$ cat src/hw/rtl/rfc_pkg.sv
// Shared types, constants and the CRC-16/MODBUS byte update for the response
// frame checker. No dependencies; used by every other file of the block.
package rfc_pkg;

  localparam int MAX_PAYLOAD  = 128;
  localparam int MAX_DEVICES  = 64;
  localparam int HEADER_BYTES = 4;
  localparam int CRC_BYTES    = 2;

  localparam logic [15:0] CRC_INIT      = 16'hFFFF;
  localparam logic [15:0] CRC_POLY_REFL = 16'hA001;  // 0x8005 bit-reversed
  localparam logic [15:0] TIMEOUT_RESET = 16'd500;

  typedef enum logic [1:0] {
    OP_START = 2'd0,
    OP_BYTE  = 2'd1,
    OP_TICK  = 2'd2
  } rfc_op_t;

  typedef enum logic [2:0] {
    ST_IDLE      = 3'd0,
    ST_RECEIVING = 3'd1,
    ST_FRAME_OK  = 3'd2,
    ST_ALL_OK    = 3'd3,
    ST_CRC_ERR   = 3'd4,
    ST_TIMEOUT   = 3'd5
  } rfc_status_t;

  typedef struct packed {
    logic [1:0] operation;
    logic [7:0] rx_byte;
    logic [7:0] data_length;
    logic [6:0] num_devices;
  } rfc_item_t;

  typedef struct packed {
    logic [2:0] status;
    logic [5:0] device_index;
    logic [7:0] byte_index;
    logic [7:0] rx_byte_out;
    logic       is_payload;
  } rfc_result_t;

  // Reflected CRC-16 update over one byte, LSB first.
  function automatic logic [15:0] crc_feed(input logic [15:0] crc_in,
                                           input logic [7:0]  data);
    logic [15:0] c;
    c = crc_in ^ {8'h00, data};
    for (int i = 0; i < 8; i++) begin
      if (c[0]) begin
        c = (c >> 1) ^ CRC_POLY_REFL;
      end else begin
        c = c >> 1;
      end
    end
    return c;
  endfunction

endpackage

$ cat src/hw/rtl/rfc_core.sv
// Receive state and per-item decision logic of the response frame checker.
// Depends on rfc_pkg for types, constants and the CRC byte update.
module rfc_core (
  input  logic                 clk,
  input  logic                 rst_n,
  input  logic                 accept,
  input  rfc_pkg::rfc_item_t   item,
  input  logic [15:0]          timeout_ticks,
  output rfc_pkg::rfc_result_t result
);

  logic        receiving_r, receiving_nxt;
  logic [15:0] crc_r, crc_nxt;
  logic [7:0]  byte_count_r, byte_count_nxt;
  logic [5:0]  frame_count_r, frame_count_nxt;
  logic [15:0] tick_count_r, tick_count_nxt;
  logic [7:0]  exp_payload_r, exp_payload_nxt;
  logic [6:0]  exp_frames_r, exp_frames_nxt;

  logic [15:0] crc_after;
  logic [7:0]  byte_count_inc;
  logic [15:0] tick_inc;
  logic [7:0]  frame_size;
  logic [7:0]  payload_end;
  logic [6:0]  frame_next;
  logic [7:0]  len_clamped;
  logic [6:0]  cnt_clamped;

  assign crc_after      = rfc_pkg::crc_feed(crc_r, item.rx_byte);
  assign byte_count_inc = byte_count_r + 8'd1;
  assign tick_inc       = tick_count_r + 16'd1;
  assign payload_end    = 8'(rfc_pkg::HEADER_BYTES) + exp_payload_r;
  assign frame_size     = payload_end + 8'(rfc_pkg::CRC_BYTES);
  assign frame_next     = {1'b0, frame_count_r} + 7'd1;

  always_comb begin
    if (item.data_length == 8'd0) begin
      len_clamped = 8'd1;
    end else if (item.data_length > 8'(rfc_pkg::MAX_PAYLOAD)) begin
      len_clamped = 8'(rfc_pkg::MAX_PAYLOAD);
    end else begin
      len_clamped = item.data_length;
    end
    if (item.num_devices == 7'd0) begin
      cnt_clamped = 7'd1;
    end else if (item.num_devices > 7'(rfc_pkg::MAX_DEVICES)) begin
      cnt_clamped = 7'(rfc_pkg::MAX_DEVICES);
    end else begin
      cnt_clamped = item.num_devices;
    end
  end

  always_comb begin
    receiving_nxt   = receiving_r;
    crc_nxt         = crc_r;
    byte_count_nxt  = byte_count_r;
    frame_count_nxt = frame_count_r;
    tick_count_nxt  = tick_count_r;
    exp_payload_nxt = exp_payload_r;
    exp_frames_nxt  = exp_frames_r;
    result          = '0;
    result.status   = rfc_pkg::ST_IDLE;

    if (item.operation == rfc_pkg::OP_START) begin
      exp_payload_nxt = len_clamped;
      exp_frames_nxt  = cnt_clamped;
      frame_count_nxt = '0;
      crc_nxt         = rfc_pkg::CRC_INIT;
      byte_count_nxt  = '0;
      tick_count_nxt  = '0;
      receiving_nxt   = 1'b1;
      result.status   = rfc_pkg::ST_RECEIVING;
    end else if (receiving_r) begin
      unique case (item.operation)
        rfc_pkg::OP_TICK: begin
          result.device_index = frame_count_r;
          tick_count_nxt      = tick_inc;
          if (tick_inc >= timeout_ticks) begin
            receiving_nxt = 1'b0;
            result.status = rfc_pkg::ST_TIMEOUT;
          end else begin
            result.status = rfc_pkg::ST_RECEIVING;
          end
        end
        rfc_pkg::OP_BYTE: begin
          result.device_index = frame_count_r;
          result.byte_index   = byte_count_r;
          result.rx_byte_out  = item.rx_byte;
          result.is_payload   = (byte_count_r >= 8'(rfc_pkg::HEADER_BYTES)) &&
                                (byte_count_r < payload_end);
          result.status       = rfc_pkg::ST_RECEIVING;
          crc_nxt             = crc_after;
          byte_count_nxt      = byte_count_inc;
          if (byte_count_inc >= frame_size) begin
            // Frame complete: a good frame leaves a zero residue.
            if (crc_after != 16'h0000) begin
              result.status = rfc_pkg::ST_CRC_ERR;
              receiving_nxt = 1'b0;
            end else if (frame_next >= exp_frames_r) begin
              result.status = rfc_pkg::ST_ALL_OK;
              receiving_nxt = 1'b0;
            end else begin
              result.status   = rfc_pkg::ST_FRAME_OK;
              frame_count_nxt = frame_next[5:0];
              crc_nxt         = rfc_pkg::CRC_INIT;
              byte_count_nxt  = '0;
              tick_count_nxt  = '0;
            end
          end
        end
        default: begin
          result.status = rfc_pkg::ST_IDLE;
        end
      endcase
    end
  end

  always_ff @(posedge clk) begin
    if (!rst_n) begin
      receiving_r   <= 1'b0;
      crc_r         <= rfc_pkg::CRC_INIT;
      byte_count_r  <= '0;
      frame_count_r <= '0;
      tick_count_r  <= '0;
      exp_payload_r <= 8'd1;
      exp_frames_r  <= 7'd1;
    end else if (accept) begin
      receiving_r   <= receiving_nxt;
      crc_r         <= crc_nxt;
      byte_count_r  <= byte_count_nxt;
      frame_count_r <= frame_count_nxt;
      tick_count_r  <= tick_count_nxt;
      exp_payload_r <= exp_payload_nxt;
      exp_frames_r  <= exp_frames_nxt;
    end
  end

endmodule

$ cat config.mk
export PLATFORM = sky130hd
export DESIGN_NAME = rfc_core
export DESIGN_NICKNAME = d
export VERILOG_FILES = /design/src/hw/rtl/rfc_pkg.sv /design/src/hw/rtl/rfc_core.sv
export SDC_FILE = /design/constraint.sdc
export NUM_CORES = 1
export LEC_CHECK = 0
export BUFFER_PORTS_ARGS = -buffer_cell sky130_fd_sc_hd__buf_2
export CORE_MARGIN = 10
export CORE_UTILIZATION = 45
export CTS_BUF_LIST = sky130_fd_sc_hd__clkbuf_8
export DETAILED_ROUTE_END_ITERATION = 12
export GPL_ROUTABILITY_DRIVEN = 0
export PLACE_DENSITY = 0.7
export RECOVER_POWER = 100
export SLEW_MARGIN = 20
export SYNTH_ARGS = -nofsm -noshare
export SYNTH_HDL_FRONTEND = slang
export SYNTH_SLANG_ARGS = --single-unit
$ cat constraint.sdc
create_clock -name clk -period 5.2 [get_ports clk]
set_input_delay 0.26 -clock clk [delete_from_list [all_inputs] [get_ports clk]]
set_output_delay 0.26 -clock clk [all_outputs]
set_load 0.005 [all_outputs]
**Word level (Yosys, flattened, before mapping)**

Index checks and enable logic that the tools add are counted.

- Bits in registers: 62
- Bits of input ports: 44
- Output and inout port bits: 26
- Word-level logic and storage cells: 102

- $add $sub $neg: 5
- Order comparisons: 7
- Equal/unequal tests: 7
- Mux-type cells: 53
- Bitwise gates (word level): 9
- Reduce and logical (&&, ||, !) cells: 14

Operators with widths:

| kind | number |
|---|---|
| $mux 16 | 19 |
| $mux 8 | 8 |
| $mux 6 | 7 |
| $pmux 16 s2 | 1 |
| $mux 26 | 1 |
| $not 2->3 | 8 |
| $mux 23 | 1 |
| $mux 17 | 1 |
| $add 16x1->16 const B | 1 |
| $ge 16x16->1 | 1 |
| $reduce_bool 16->1 | 1 |
| $xor 16x8->16 | 1 |
| $mux 7 | 2 |
| $mux 3 | 4 |
| $reduce_and 6->1 | 2 |
| $ne 3x3->1 const B | 3 |
| $add 3x8->8 const A | 1 |
| $add 8x1->8 const B | 1 |
| $add 8x2->8 const B | 1 |
| $ge 8x3->1 const B | 1 |
| $ge 8x8->1 | 1 |
| $gt 8x8->1 const B | 1 |
| $logic_not 8->1 | 1 |
| $lt 8x8->1 | 1 |
| 17 further kinds | 26 |

**Logic depth before layout (Yosys ltp)**

Gate-level depths: netlist (run 1).

- Word-level depth: 23
- Mapped depth: 16
- Mapped depth without buffers: 15

**Worst setup path before layout (run 1)**

Ideal clock, no wire load.

- Kind: flip-flop to flip-flop
- Start: reg crc_r[2]
- End: reg tick_count_r[4]
- Setup time: 127 ps
- Arrival: 3386 ps
- Required time: 5073 ps
- Slack: 1687 ps
- Stages on the path, launching flop included: 14
- Path buffers: 2
- Period minus slack after synthesis: 3513 ps
- Path through: dfxtp_1 > xor2_1 > xnor2_1 > xor3_1 > xnor2_1 > ha_1 > or4b_2 > nor4_1 > and4_1 > nand4bb_4 > buf_6 > a31oi_4 > buf_4 > a31oi_1

- Longest elaborated chain between the ends: 14
- Elaborated cells on any way between the ends: 17
- Classes of those cells: 1 x eq/ne; 8 x mux; 6 x bitwise; 2 x reduce/logical

Ends and longest elaborated chain:

| what | line | text |
|---|---|---|
| from (decl) | rfc_core.sv:13 | `logic [15:0] crc_r, crc_nxt;` |
| from (signal assigned) | rfc_core.sv:121 | `crc_r <= rfc_pkg::CRC_INIT;` |
| from (signal assigned) | rfc_core.sv:129 | `crc_r <= crc_nxt;` |
| $xor 16x8->16 (*) | rfc_pkg.sv:48 | `c = crc_in ^ {8'h00, data};` |
| $mux 16 (*) | rfc_pkg.sv:50 | `if (c[0]) begin` |
| $not 2->3 (no source line) | -- |  |
| $mux 16 (*) (6 in a row) | rfc_pkg.sv:50 |  |
| $not 2->3 (no source line) or $mux 16 (tied branches) | -- |  |
| $mux 16 (*) | rfc_pkg.sv:50 |  |
| $reduce_bool 16->1 (*) | rfc_core.sv:96 | `if (crc_after != 16'h0000) begin` |
| $ne 3x3->1 (no source line) (*) | -- |  |
| $reduce_and 6->1 (no source line) (*) | -- |  |
| to (signal assigned) | rfc_core.sv:132 | `tick_count_r <= tick_count_nxt;` |
| to (decl) | rfc_core.sv:16 | `logic [15:0] tick_count_r, tick_count_nxt;` |

Every way passes the cells marked *; elsewhere a longest branch is shown, timed or not.
A chain may end at the register's enable or synchronous reset.

**Final worst setup path (run 1)**

- Start: reg crc_r[2]
- End: reg byte_count_r[1]

- Longest elaborated chain between the ends: 17
- Elaborated cells on any way between the ends: 20
- Classes of those cells: 13 x mux; 6 x bitwise; 1 x reduce/logical

Ends and longest elaborated chain:

| what | line | text |
|---|---|---|
| $xor 16x8->16 (*) | rfc_pkg.sv:48 |  |
| $mux 16 (*) | rfc_pkg.sv:50 |  |
| $not 2->3 (no source line) | -- |  |
| $mux 16 (*) (6 in a row) | rfc_pkg.sv:50 |  |
| $not 2->3 (no source line) or $mux 16 (tied branches) | -- |  |
| $mux 16 (*) | rfc_pkg.sv:50 |  |
| $reduce_bool 16->1 (*) | rfc_core.sv:96 |  |
| $mux 8 (*) | rfc_core.sv:96 |  |
| $mux 8 (*) | rfc_core.sv:94 | `if (byte_count_inc >= frame_size) begin` |
| $mux 8 (*) | rfc_core.sv:74 | `unique case (item.operation)` |
| $mux 8 (*) | rfc_core.sv:73 | `end else if (receiving_r) begin` |
| $mux 8 (*) | rfc_core.sv:64 | `if (item.operation == rfc_pkg::OP_START) begin` |
| to (signal assigned) | rfc_core.sv:130 | `byte_count_r <= byte_count_nxt;` |
| to (decl) | rfc_core.sv:14 | `logic [7:0] byte_count_r, byte_count_nxt;` |

Every way passes the cells marked *; elsewhere a longest branch is shown, timed or not. The select of a mux whose other input is x is not followed.

==> results by group, run 1 <==
Final layout
  – Final nets: 746
  – Final Core Density: 0.5140
  – P&R area growth vs syn: 12.59%
  – Diodes inserted: 0
  – Share of cells above drive strength 1: 0.1235

Global route
  – Largest net degree at the start of global routing: 73
  – Grt total ovfl: 0
  – First-pass GRT wire length: 19100 µm
  – Initial antenna violation count: 0
  – Vias in the first global route: 4183
  – All-Layer GR Usage: 0.1550

Min path
  – WHS Path Cells: 3
  – Min-delay src: item[6]
  – Hold endpoint: exp_frames_r[6]
  – Hold Path Class: in -> reg

Synthesis
  – Synth area leaders: dfxtp_1 (27%), ha_1 (14%), xnor2_1 (5.8%)
  – Mapped Cells: 595
  – Yosys warning count: 0
  – Synth Net Count: 690
  – #FFs+latches synth: 62
  – Post-synthesis sequential area ratio: 0.2670
  – Synth unique cells: 49
  – Cell taking the most area after synthesis: dfxtp_1
  – Syn Std Cell Area: 4649 µm²
  – Syn Area/Cell: 7.814 µm²
  – Synth top area share: 0.2670

Setup path
  – WS Path Type: reg -> reg
  – Critical path launch point type: flip-flop
  – Setup crit end kind: flip-flop
  – CP required: 5.45 ns
  – Reg2reg end: byte_count_r[1]
  – R2R depth: 12
  – Crit Path Max Fanout: 18
  – Launch point of the worst reg-to-reg path: crc_r[2]
  – R2r setup slk: 0.67 ns
  – CP arrival: 4.79 ns

Timing
  – Rel. slew slack: 0.2786
  – Final slew viol count: 0
  – Post-route clock period utilization: 0.8720
  – Slew @ Worst Pin: 1.078 ns
  – Layout Skew: 0.01288 ns
  – RSZ-0062 raised after global routing: false
  – # setup viols final: 0
  – Setup tns final: 0 ns
  – Fmax: 220.5 MHz
  – Final hold vios: 0
  – Crit path time final: 4.534 ns

Floorplanning
  – Core Area: 10180 µm²
  – Initial Utilization: 0.4565
  – Cell row count: 37
  – IO Pins: 70
  – Die X-Extent: 121.6 µm
  – Die area: 14800 µm²
  – Die H: 121.6 µm

Clocking
  – Worst-path clk slew: 0.07 ns
  – Worst-Skew Late Latency: 0.35 ns
  – CTS buffer count: 9
  – Clock Tree Buf Depth: 2
  – Clock Root Buffer: clkbuf_8
  – CTS tree: yes
  – # resized after CTS: 0
  – CTS sink cnt: 62
  – H-tree level count: 3
  – Post-CTS setup buffer count: 0
  – Post-CTS Hold Buffers: 0

Detailed routing
  – 1st-iter DRT viols: 228
  – Post-route ant nets: 0
  – Routed wire per std cell: 14.21 µm
  – WL final: 11260 µm
  – DRC violations left: 0
  – Drt pass-1 iters: 4
  – Via/cell ratio: 5.404
  – Via Count: 4280

Job
  – Max Cap Viol: 0

Power
  – Max VDD drop: 0.00009023 V
  – P per Cell Area: 217.9 nW/µm²
  – P_leak: 0.002268 µW

Status
  – Status: completed

Place
  – PortBufs: 69
  – Post-DP HPWL: 8296 µm
-- critical path, cell delays in order (launching register included) --
cell	delay [ns]
dfxtp_1	0.35
xor2_1	0.31
xnor2_1	0.27
xor3_1	0.55
xnor2_1	0.22
ha_1	0.17
or4b_2	0.60
nor4_1	0.27
and4_1	0.25
nand4bb_1	0.45
nand2_1	0.66
o22ai_1	0.16
and2_0	0.18
-- how the worst max path moves through the flow --
stage	from	to	slack, ns
6_report	crc_r[2]	byte_count_r[1]	0.67
5_1_grt	crc_r[2]	byte_count_r[1]	0.36
4_1_cts	crc_r[2]	result[23]	0.83
3_5_place_dp	item[17]	tick_count_r[1]	1.07
3_3_place_gp	item[18]	tick_count_r[14]	1.22
2_1_floorplan	crc_r[2]	tick_count_r[4]	1.69
-- sequential cells by signal, indices dropped and copies added (netlist names) --
name	flops
crc_r	16
receiving_r	1
byte_count_r	8
tick_count_r	16
frame_count_r	6
exp_frames_r	7
exp_payload_r	8
-- metrics by stage --
| step | power [µW] | hold slack, ns | instances | area [µm²] | setup WS (ns) |
|---|---|---|---|---|---|
| after floorplan | 636.7 | 0.4049 | 595 | 4649 | 1.687 |
| after global placement | 680.5 | 0.4578 | 776 | 5057 | 1.220 |
| after detailed placement | 685.2 | 0.4621 | 776 | 5057 | 1.073 |
| after CTS | 1159 | 0.1997 | 792 | 5273 | 0.8317 |
| after global routing | 1194 | 0.2372 | 792 | 5235 | 0.3624 |
| final | 1141 | 0.2238 | 792 | 5235 | 0.6658 |
-- area by class of cell --
class / instances / area (µm²)
Fill cell: 997 / 4950
Inverter: 34 / 127.6
Clock inverter: 6 / 77.57
Multi-Input combinational cell: 473 / 3134
Sequential cell: 62 / 1241
Tap cell: 136 / 170.2
Clock buffer: 10 / 137.6
Timing Repair Buffer: 71 / 346.6
-- synthesized netlist by cell type, drive strengths merged --
master and n:
o22ai 6, or4b 1, a31oi 16, clkbuf 20, or2 2, and2 23
dfxtp 62, xor3 1, xnor2 31, a2111oi 1, a21bo 1, o21ai 50
nand3 19, nor3b 13, a31o 1, a21o 5, nand4 7, o311ai 2
buf 6, xor2 21, nor2b 21, nor2 48, nand4b 4, nor3 20
a21oi 29, and3b 1, and3 8, o21a 3, or3b 1, mux2i 1
and4 2, nand4bb 1, nand3b 1, nand2 54, nand2b 6, a22oi 2
or4 2, ha 51, o211ai 3, inv 34, a211o 1, a21boi 8
nor4 5, o31ai 1
-- per-layer routing --
metal	up-vias	part of all wire	GRT usage
li1	2180	-	-
met2	101	0.49	0.2639
met5	-	0	0
met3	16	0.051	0.03978
met4	0	0.016	0.05365
met1	1983	0.44	0.1852
-- where the power goes --
part / internal, µW / switching (µW) / leakage, µW
clock network: 278 / 194 / 0.000119
registers: 484 / 8.08 / 0.000502
logic: 74.3 / 102 / 0.00165
-- placed cells by master (no fill, tap or decap), types with 14 or more instances in the layout --
cell type / netlist / final
a21oi_1: 29 / 29
a31oi_1: 15 / 15
and2_0: 0 / 14
buf_2: 2 / 58
dfxtp_1: 62 / 62
ha_1: 51 / 51
inv_1: 34 / 36
nand2_1: 53 / 54
nand3_1: 19 / 19
nor2_1: 48 / 48
nor2b_1: 21 / 21
nor3_1: 20 / 20
o21ai_0: 50 / 50
xnor2_1: 31 / 31
xor2_1: 21 / 21
-- cell families after synthesis --
kind of cell	after synthesis	synth area share
fa+ha+maj	51	0.1372
buf+inv	60	0.05382
xor+xnor	53	0.1031
simple gates	239	0.2718
mux	1	0.002153
flops	62	0.2670
compound gates	129	0.1650
Power figures use the tool's default switching activity.
==> run 2, diff against run 1 <==
--- a/config.mk
+++ b/config.mk
@@ -6,11 +6,12 @@
 export NUM_CORES = 1
 export LEC_CHECK = 0
 export BUFFER_PORTS_ARGS = -buffer_cell sky130_fd_sc_hd__buf_2
-export CORE_MARGIN = 10
+export CORE_MARGIN = 3
 export CORE_UTILIZATION = 45
 export CTS_BUF_LIST = sky130_fd_sc_hd__clkbuf_8
 export DETAILED_ROUTE_END_ITERATION = 12
 export GPL_ROUTABILITY_DRIVEN = 0
+export HOLD_SLACK_MARGIN = 0.02
 export PLACE_DENSITY = 0.7
 export RECOVER_POWER = 100
 export SLEW_MARGIN = 20
==> results by group, run 2 (synthesized netlist as in run 1, its figures left out) <==
Timing
  – Slew @ Worst Pin: 1.068 ns (was 1.078 ns)
  – Fin Hold WS: 0.2347 ns (was 0.2238 ns)
  – Fmax: 222.1 MHz (was 220.5 MHz)
  – # setup viols final: 0 (unchanged)
  – Post-route clock period utilization: 0.8658 (was 0.8720)
  – Setup tns final: 0 ns (unchanged)
  – Crit path time final: 4.502 ns (was 4.534 ns)
  – RSZ-0062 raised after global routing: false (unchanged)
  – Final slew viol count: 0 (unchanged)
  – Final hold vios: 0 (unchanged)
  – Layout Skew: 0.01111 ns (was 0.01288 ns)
  – Rel. slew slack: 0.2852 (was 0.2786)

Setup path
  – Reg2reg end: byte_count_r[1] (unchanged)
  – WS Path Type: reg -> reg (unchanged)
  – Slowest CP cell: nand2_1 (unchanged)
  – Crit Path Max Fanout: 18 (unchanged)
  – CP required: 5.44 ns (was 5.45 ns)
  – CP Cell Sequence: xor2_1 -> xnor2_1 -> xor3_1 -> xnor2_1 -> ha_1 -> or4b_2 -> nor4_1 -> and4_1 -> nand4bb_1 -> nand2_1 -> o22ai_1 -> and2_0 (unchanged)
  – Most frequent CP cell: xnor2_1 (unchanged)
  – Critical path buffer and inverter count: 0 (unchanged)
  – Critical path launch point type: flip-flop (unchanged)
  – R2r setup slk: 0.70 ns (was 0.67 ns)
  – CP arrival: 4.74 ns (was 4.79 ns)
  – Launch point of the worst reg-to-reg path: crc_r[2] (unchanged)
  – Setup crit end kind: flip-flop (unchanged)
  – Critical path's largest stage delay: 0.66 ns (about the same)
  – CP delay by family, top: simple AND/OR/NAND/NOR gates (unchanged)
  – R2R depth: 12 (unchanged)

Floorplanning
  – Cell row count: 36 (was 37)
  – IO Pins: 70 (unchanged)
  – Die X-Extent: 107.6 µm (was 121.6 µm)
  – Die area: 11590 µm² (was 14800 µm²)
  – Die H: 107.6 µm (was 121.6 µm)
  – Core Area: 9910 µm² (was 10180 µm²)
  – Initial Utilization: 0.4692 (was 0.4565)

Final layout
  – Diodes inserted: 0 (unchanged)
  – P&R area growth vs syn: 12.65% (was 12.59%)
  – Biggest regs: crc_r: 16 flops, tick_count_r: 16 flops (unchanged)
  – Most frequent cells in the layout: dfxtp_1 (62), buf_2 (60), nand2_1 (54) (was dfxtp_1 (62), buf_2 (58), nand2_1 (54))
  – Final nets: 745 (was 746)
  – Most common cell after layout, fill and taps aside: dfxtp_1 (unchanged)
  – Share of cells above drive strength 1: 0.1269 (was 0.1235)

Place
  – Post-DP HPWL: 7795 µm (was 8296 µm)
  – PortBufs: 69 (unchanged)

Power
  – Max VDD drop: 0.0001004 V (was 0.00009023 V)
  – P_leak: 0.002271 µW (was 0.002268 µW)
  – P per Cell Area: 220.5 nW/µm² (was 217.9 nW/µm²)

Clocking
  – Clock Tree Buf Depth: 2 (unchanged)
  – H-tree level count: 3 (unchanged)
  – CTS sink cnt: 62 (unchanged)
  – Worst-path clk slew: 0.07 ns (about the same)
  – Post-CTS Hold Buffers: 0 (unchanged)
  – CTS tree: yes (unchanged)
  – CTS buffer count: 9 (unchanged)
  – Post-CTS setup buffer count: 0 (unchanged)
  – Clock Root Buffer: clkbuf_8 (unchanged)
  – # resized after CTS: 0 (unchanged)
  – Worst-Skew Late Latency: 0.35 ns (about the same)

Min path
  – Min-delay src: item[6] (unchanged)
  – Hold endpoint: exp_frames_r[6] (unchanged)
  – WHS Path Cells: 3 (unchanged)
  – Hold Path Class: in -> reg (unchanged)

Global route
  – Initial antenna violation count: 0 (unchanged)
  – All-Layer GR Usage: 0.1911 (was 0.1550)
  – Largest net degree at the start of global routing: 73 (unchanged)
  – First-pass GRT wire length: 18220 µm (was 19100 µm)
  – Vias in the first global route: 4068 (was 4183)
  – Grt total ovfl: 0 (unchanged)

Detailed routing
  – Drt pass-1 iters: 5 (was 4)
  – Met1 wire length: 4781 µm (was 5005 µm)
  – DR top layer: met4 (unchanged)
  – WL final: 10700 µm (was 11260 µm)
  – Via/cell ratio: 5.374 (was 5.404)
  – Post-route ant nets: 0 (unchanged)
  – Via Count: 4229 (was 4280)
  – Met2 WL: 5201 µm (was 5492 µm)
  – DRC violations left: 0 (unchanged)
  – 1st-iter DRT viols: 253 (was 228)
  – Routed wire per std cell: 13.59 µm (was 14.21 µm)
  – Met3 WL post-DR: 531 µm (was 579 µm)

Status
  – Status: completed (unchanged)

Job
  – Max Cap Viol: 0 (unchanged)
-- run 2: cell types whose count changed in the layout (fill, tap and decap cells not counted) --
| cell | delta |
|---|---|
| clkinv_2 | -2 |
| inv_1 | -1 |
| buf_2 | +2 |
| clkbuf_1 | -3 |
| and2_0 | +2 |
| and2_1 | -2 |
| clkbuf_8 | +1 |
| clkinvlp_4 | +1 |
-- run 2: how the worst max path moves through the flow --
stage	endpoint	slack (ns)	cells past startpoint	startpoint
final	byte_count_r[1]	0.70	12	crc_r[2]
after global routing	byte_count_r[1]	0.36	12	crc_r[3]
after CTS	result[23]	0.86	13	crc_r[3]
after detailed placement	tick_count_r[1]	1.02	13	item[18]
after global placement	tick_count_r[14]	1.20	13	item[18]
after floorplan	tick_count_r[4]	1.69	13	crc_r[2]
-- run 2: area by class of cell --
type / count / area, µm²
inverters: 34 / 127.6
multi-input cells: 473 / 3134
repair buffers: 70 / 345.3
well taps: 133 / 166.4
fillers: 973 / 4672
clock inverters: 4 / 71.32
flip-flops and latches: 62 / 1241
clock buffers: 11 / 151.4
-- run 2: per-layer routing --
metal	GRT usage	up-vias
li1	-	2167
met1	0.2453	1955
met2	0.3210	92
met3	0.03419	15
met4	0.06763	0
met5	0	-
-- run 2: worst register-to-register path, cell delays in order (launching register included) --
cell and delay [ns]:
dfxtp_1 0.32, xor2_1 0.19, xnor2_1 0.36, xor3_1 0.53
xnor2_1 0.24, ha_1 0.18, or4b_2 0.61, nor4_1 0.27
and4_1 0.26, nand4bb_1 0.44, nand2_1 0.66, o22ai_1 0.16
and2_0 0.18
-- run 2: power by group --
group          internal [µW]  switching [µW]
clock network            292             192
logic                   74.2             104
registers                484            7.96
-- run 2: metrics by stage --
step	setup WS (ns)	total power, µW	cell area [µm²]	instances	utilization
floorplan	1.687	636.7	4649	595	-
global placement	1.197	680.0	5046	772	0.5092
detailed placement	1.016	687.0	5046	772	0.5092
CTS	0.8562	1168	5269	787	0.5317
global route	0.3628	1201	5238	787	0.5285
finish	0.6981	1155	5238	787	0.5285
==> run 3, diff against run 2 <==
--- a/config.mk
+++ b/config.mk
@@ -12,7 +12,7 @@
 export DETAILED_ROUTE_END_ITERATION = 12
 export GPL_ROUTABILITY_DRIVEN = 0
 export HOLD_SLACK_MARGIN = 0.02
-export PLACE_DENSITY = 0.7
+export PLACE_DENSITY = 0.75
 export RECOVER_POWER = 100
 export SLEW_MARGIN = 20
 export SYNTH_ARGS = -nofsm -noshare
==> results by group, run 3 (synthesized netlist as in run 1, its figures left out) <==
Status
  – Status: completed (unchanged)

Detailed routing
  – 1st-iter DRT viols: 165 (was 253)
  – Via Count: 4262 (was 4229)
  – Drt pass-1 iters: 4 (was 5)
  – Via/cell ratio: 5.409 (was 5.374)
  – DRC violations left: 0 (unchanged)
  – WL final: 10700 µm (unchanged)
  – Routed wire per std cell: 13.57 µm (was 13.59 µm)
  – Post-route ant nets: 0 (unchanged)

Power
  – Sequential share of power: 0.457 (was 0.426)
  – Sw Pwr: 314.8 µW (was 304.3 µW)
  – Max VDD drop: 0.0001030 V (was 0.0001004 V)
  – Combinational share of power: 0.169 (was 0.154)
  – Clk network pwr share: 0.374 (was 0.419)
  – P per Cell Area: 206.7 nW/µm² (was 220.5 nW/µm²)
  – Switch share: 0.2924 (was 0.2635)
  – P_leak: 0.002262 µW (was 0.002271 µW)
  – Power Internal: 761.6 µW (was 850.3 µW)
  – Design Power: 1076 µW (was 1155 µW)

Setup path
  – Critical path's largest stage delay: 0.85 ns (was 0.66 ns)
  – CP startpoint: crc_r[3] (was crc_r[2])
  – Critical path launch point type: flip-flop (unchanged)
  – Crit Path Max Fanout: 20 (was 18)
  – CP Cell Sequence: xnor2_1 -> xnor2_1 -> xor3_1 -> xnor2_1 -> ha_1 -> or4b_2 -> nor4_1 -> and4_1 -> nand4bb_4 -> a31oi_2 -> o21ai_0 (was xor2_1 -> xnor2_1 -> xor3_1 -> xnor2_1 -> ha_1 -> or4b_2 -> nor4_1 -> and4_1 -> nand4bb_1 -> nand2_1 -> o22ai_1 -> and2_0)
  – Launch point of the worst reg-to-reg path: crc_r[3] (was crc_r[2])
  – Most frequent CP cell: xnor2_1 (unchanged)
  – WS Path Type: reg -> reg (unchanged)
  – CP required: 5.40 ns (was 5.44 ns)
  – CP arrival: 4.67 ns (was 4.74 ns)
  – Setup crit end kind: flip-flop (unchanged)
  – R2R depth: 11 (was 12)
  – Slowest CP cell: a31oi_2 (was nand2_1)

Timing
  – Final slew viol count: 0 (unchanged)
  – Layout Skew: 0.01232 ns (was 0.01111 ns)
  – Post-route clock period utilization: 0.8608 (was 0.8658)
  – Rel. slew slack: 0.2970 (was 0.2852)
  – Fmax: 223.4 MHz (was 222.1 MHz)
  – Crit path time final: 4.476 ns (was 4.502 ns)
  – Slew @ Worst Pin: 1.051 ns (was 1.068 ns)
  – RSZ-0062 raised after global routing: false (unchanged)
  – Setup tns final: 0 ns (unchanged)
  – # setup viols final: 0 (unchanged)
  – Final hold vios: 0 (unchanged)

Final layout
  – Most common cell after layout, fill and taps aside: dfxtp_1 (unchanged)
  – Final nets: 745 (unchanged)
  – Share of cells above drive strength 1: 0.1313 (was 0.1269)
  – P&R area growth vs syn: 12.00% (was 12.65%)
  – Diodes inserted: 0 (unchanged)
  – Biggest regs: crc_r: 16 flops, tick_count_r: 16 flops (unchanged)
  – Fillcell total: 976 (was 973)
  – Most frequent cells in the layout: dfxtp_1 (62), buf_2 (60), nand2_1 (54) (unchanged)

Floorplanning
  – Die H: 107.6 µm (unchanged)
  – IO Pins: 70 (unchanged)
  – Die X-Extent: 107.6 µm (unchanged)
  – Die area: 11590 µm² (unchanged)
  – Core Area: 9910 µm² (unchanged)
  – Cell row count: 36 (unchanged)
  – Initial Utilization: 0.4692 (unchanged)

Clocking
  – Clock Root Buffer: clkbuf_8 (unchanged)
  – Worst-Skew Late Latency: 0.35 ns (about the same)
  – Post-CTS Hold Buffers: 0 (unchanged)
  – # resized after CTS: 0 (unchanged)
  – CTS buffer count: 9 (unchanged)
  – Post-CTS setup buffer count: 0 (unchanged)
  – Worst-path clk slew: 0.08 ns (was 0.07 ns)
  – H-tree level count: 3 (unchanged)
  – CTS tree: yes (unchanged)
  – CTS sink cnt: 62 (unchanged)
  – Clock Tree Buf Depth: 2 (unchanged)

Min path
  – WHS Path Cells: 3 (unchanged)
  – Min-delay src: item[6] (unchanged)
  – Hold Path Class: in -> reg (unchanged)

Job
  – Max Cap Viol: 0 (unchanged)

Global route
  – First-pass GRT wire length: 18170 µm (was 18220 µm)
  – Vias in the first global route: 4023 (was 4068)
  – Grt total ovfl: 0 (unchanged)
  – All-Layer GR Usage: 0.1899 (was 0.1911)
  – Largest net degree at the start of global routing: 73 (unchanged)
  – Initial antenna violation count: 0 (unchanged)

Place
  – Post-DP HPWL: 7814 µm (was 7795 µm)
  – PortBufs: 69 (unchanged)
==> run 3: cell count changes in the layout (fill, tap and decap cells not counted) <==
cell        change
a31oi_2         +1
a31oi_4         -1
and2_0          -3
and2_1          +3
bufinv_16       -2
clkinv_2        +2
clkinv_4        +1
clkinvlp_4      +1
inv_1           -1
nand4bb_1       -1
nand4bb_4       +1
==> run 3: power by group through the flow <==
| stage | registers (µW) | logic, µW | clock network [µW] |
|---|---|---|---|
| final | 492 | 182 | 402 |
| after global routing | 493 | 201 | 423 |
| after CTS | 492 | 183 | 407 |
| after detailed placement | 503 | 182 | 0 |
| after global placement | 503 | 176 | 0 |
| after floorplan | 501 | 136 | 0 |
==> run 3: area by class of cell <==
cell class | instances | area, µm² | share of cell area
multi-input cells | 473 | 3142 | 0.6033
flip-flops and latches | 62 | 1241 | 0.2383
repair buffers | 70 | 345.3 | 0.06631
well taps | 133 | 166.4 | 0.03196
clock buffers | 11 | 151.4 | 0.02907
inverters | 34 | 127.6 | 0.02451
clock inverters | 5 | 33.78 | 0.006487
==> run 3: final timing paths <==
kind | to | slack [ns]
worst max-delay path | tick_count_r[0] | 0.72
worst min-delay path | exp_frames_r[6] | 0.22
worst min register to register | exp_frames_r[6] | 0.47
worst max register to register | tick_count_r[0] | 0.72
==> run 3: critical path: cells and delay by family, from the launching register on <==
kind	cells	cell delay (ns)
AND/OR/NAND/NOR	4	1.43
flip-flops	1	0.33
XOR/XNOR	4	1.30
adder cells (fa/ha/maj)	1	0.17
AO/OA/AOI/OAI	2	1.08
==> run 3: per-layer routing <==
metal  global-route usage  vias to the layer above  share of wire
met5                    0                        -              0
met4              0.06222                        0          0.011
met2               0.3388                       88           0.50
li1                     -                     2177              -
met1               0.2321                     1986           0.44
met3              0.02939                       11          0.046
==> run 3: per-stage QoR <==
step	instance area (µm²)	util	hold WS [ns]	cells	setup WS (ns)
2_1_floorplan	4649	-	0.4049	595	1.687
3_3_place_gp	5046	0.5092	0.4570	772	1.215
3_5_place_dp	5046	0.5092	0.4701	772	0.9860
4_1_cts	5231	0.5279	0.2215	788	0.8525
5_1_grt	5207	0.5255	0.2455	788	0.3782
6_report	5207	0.5255	0.2214	788	0.7236
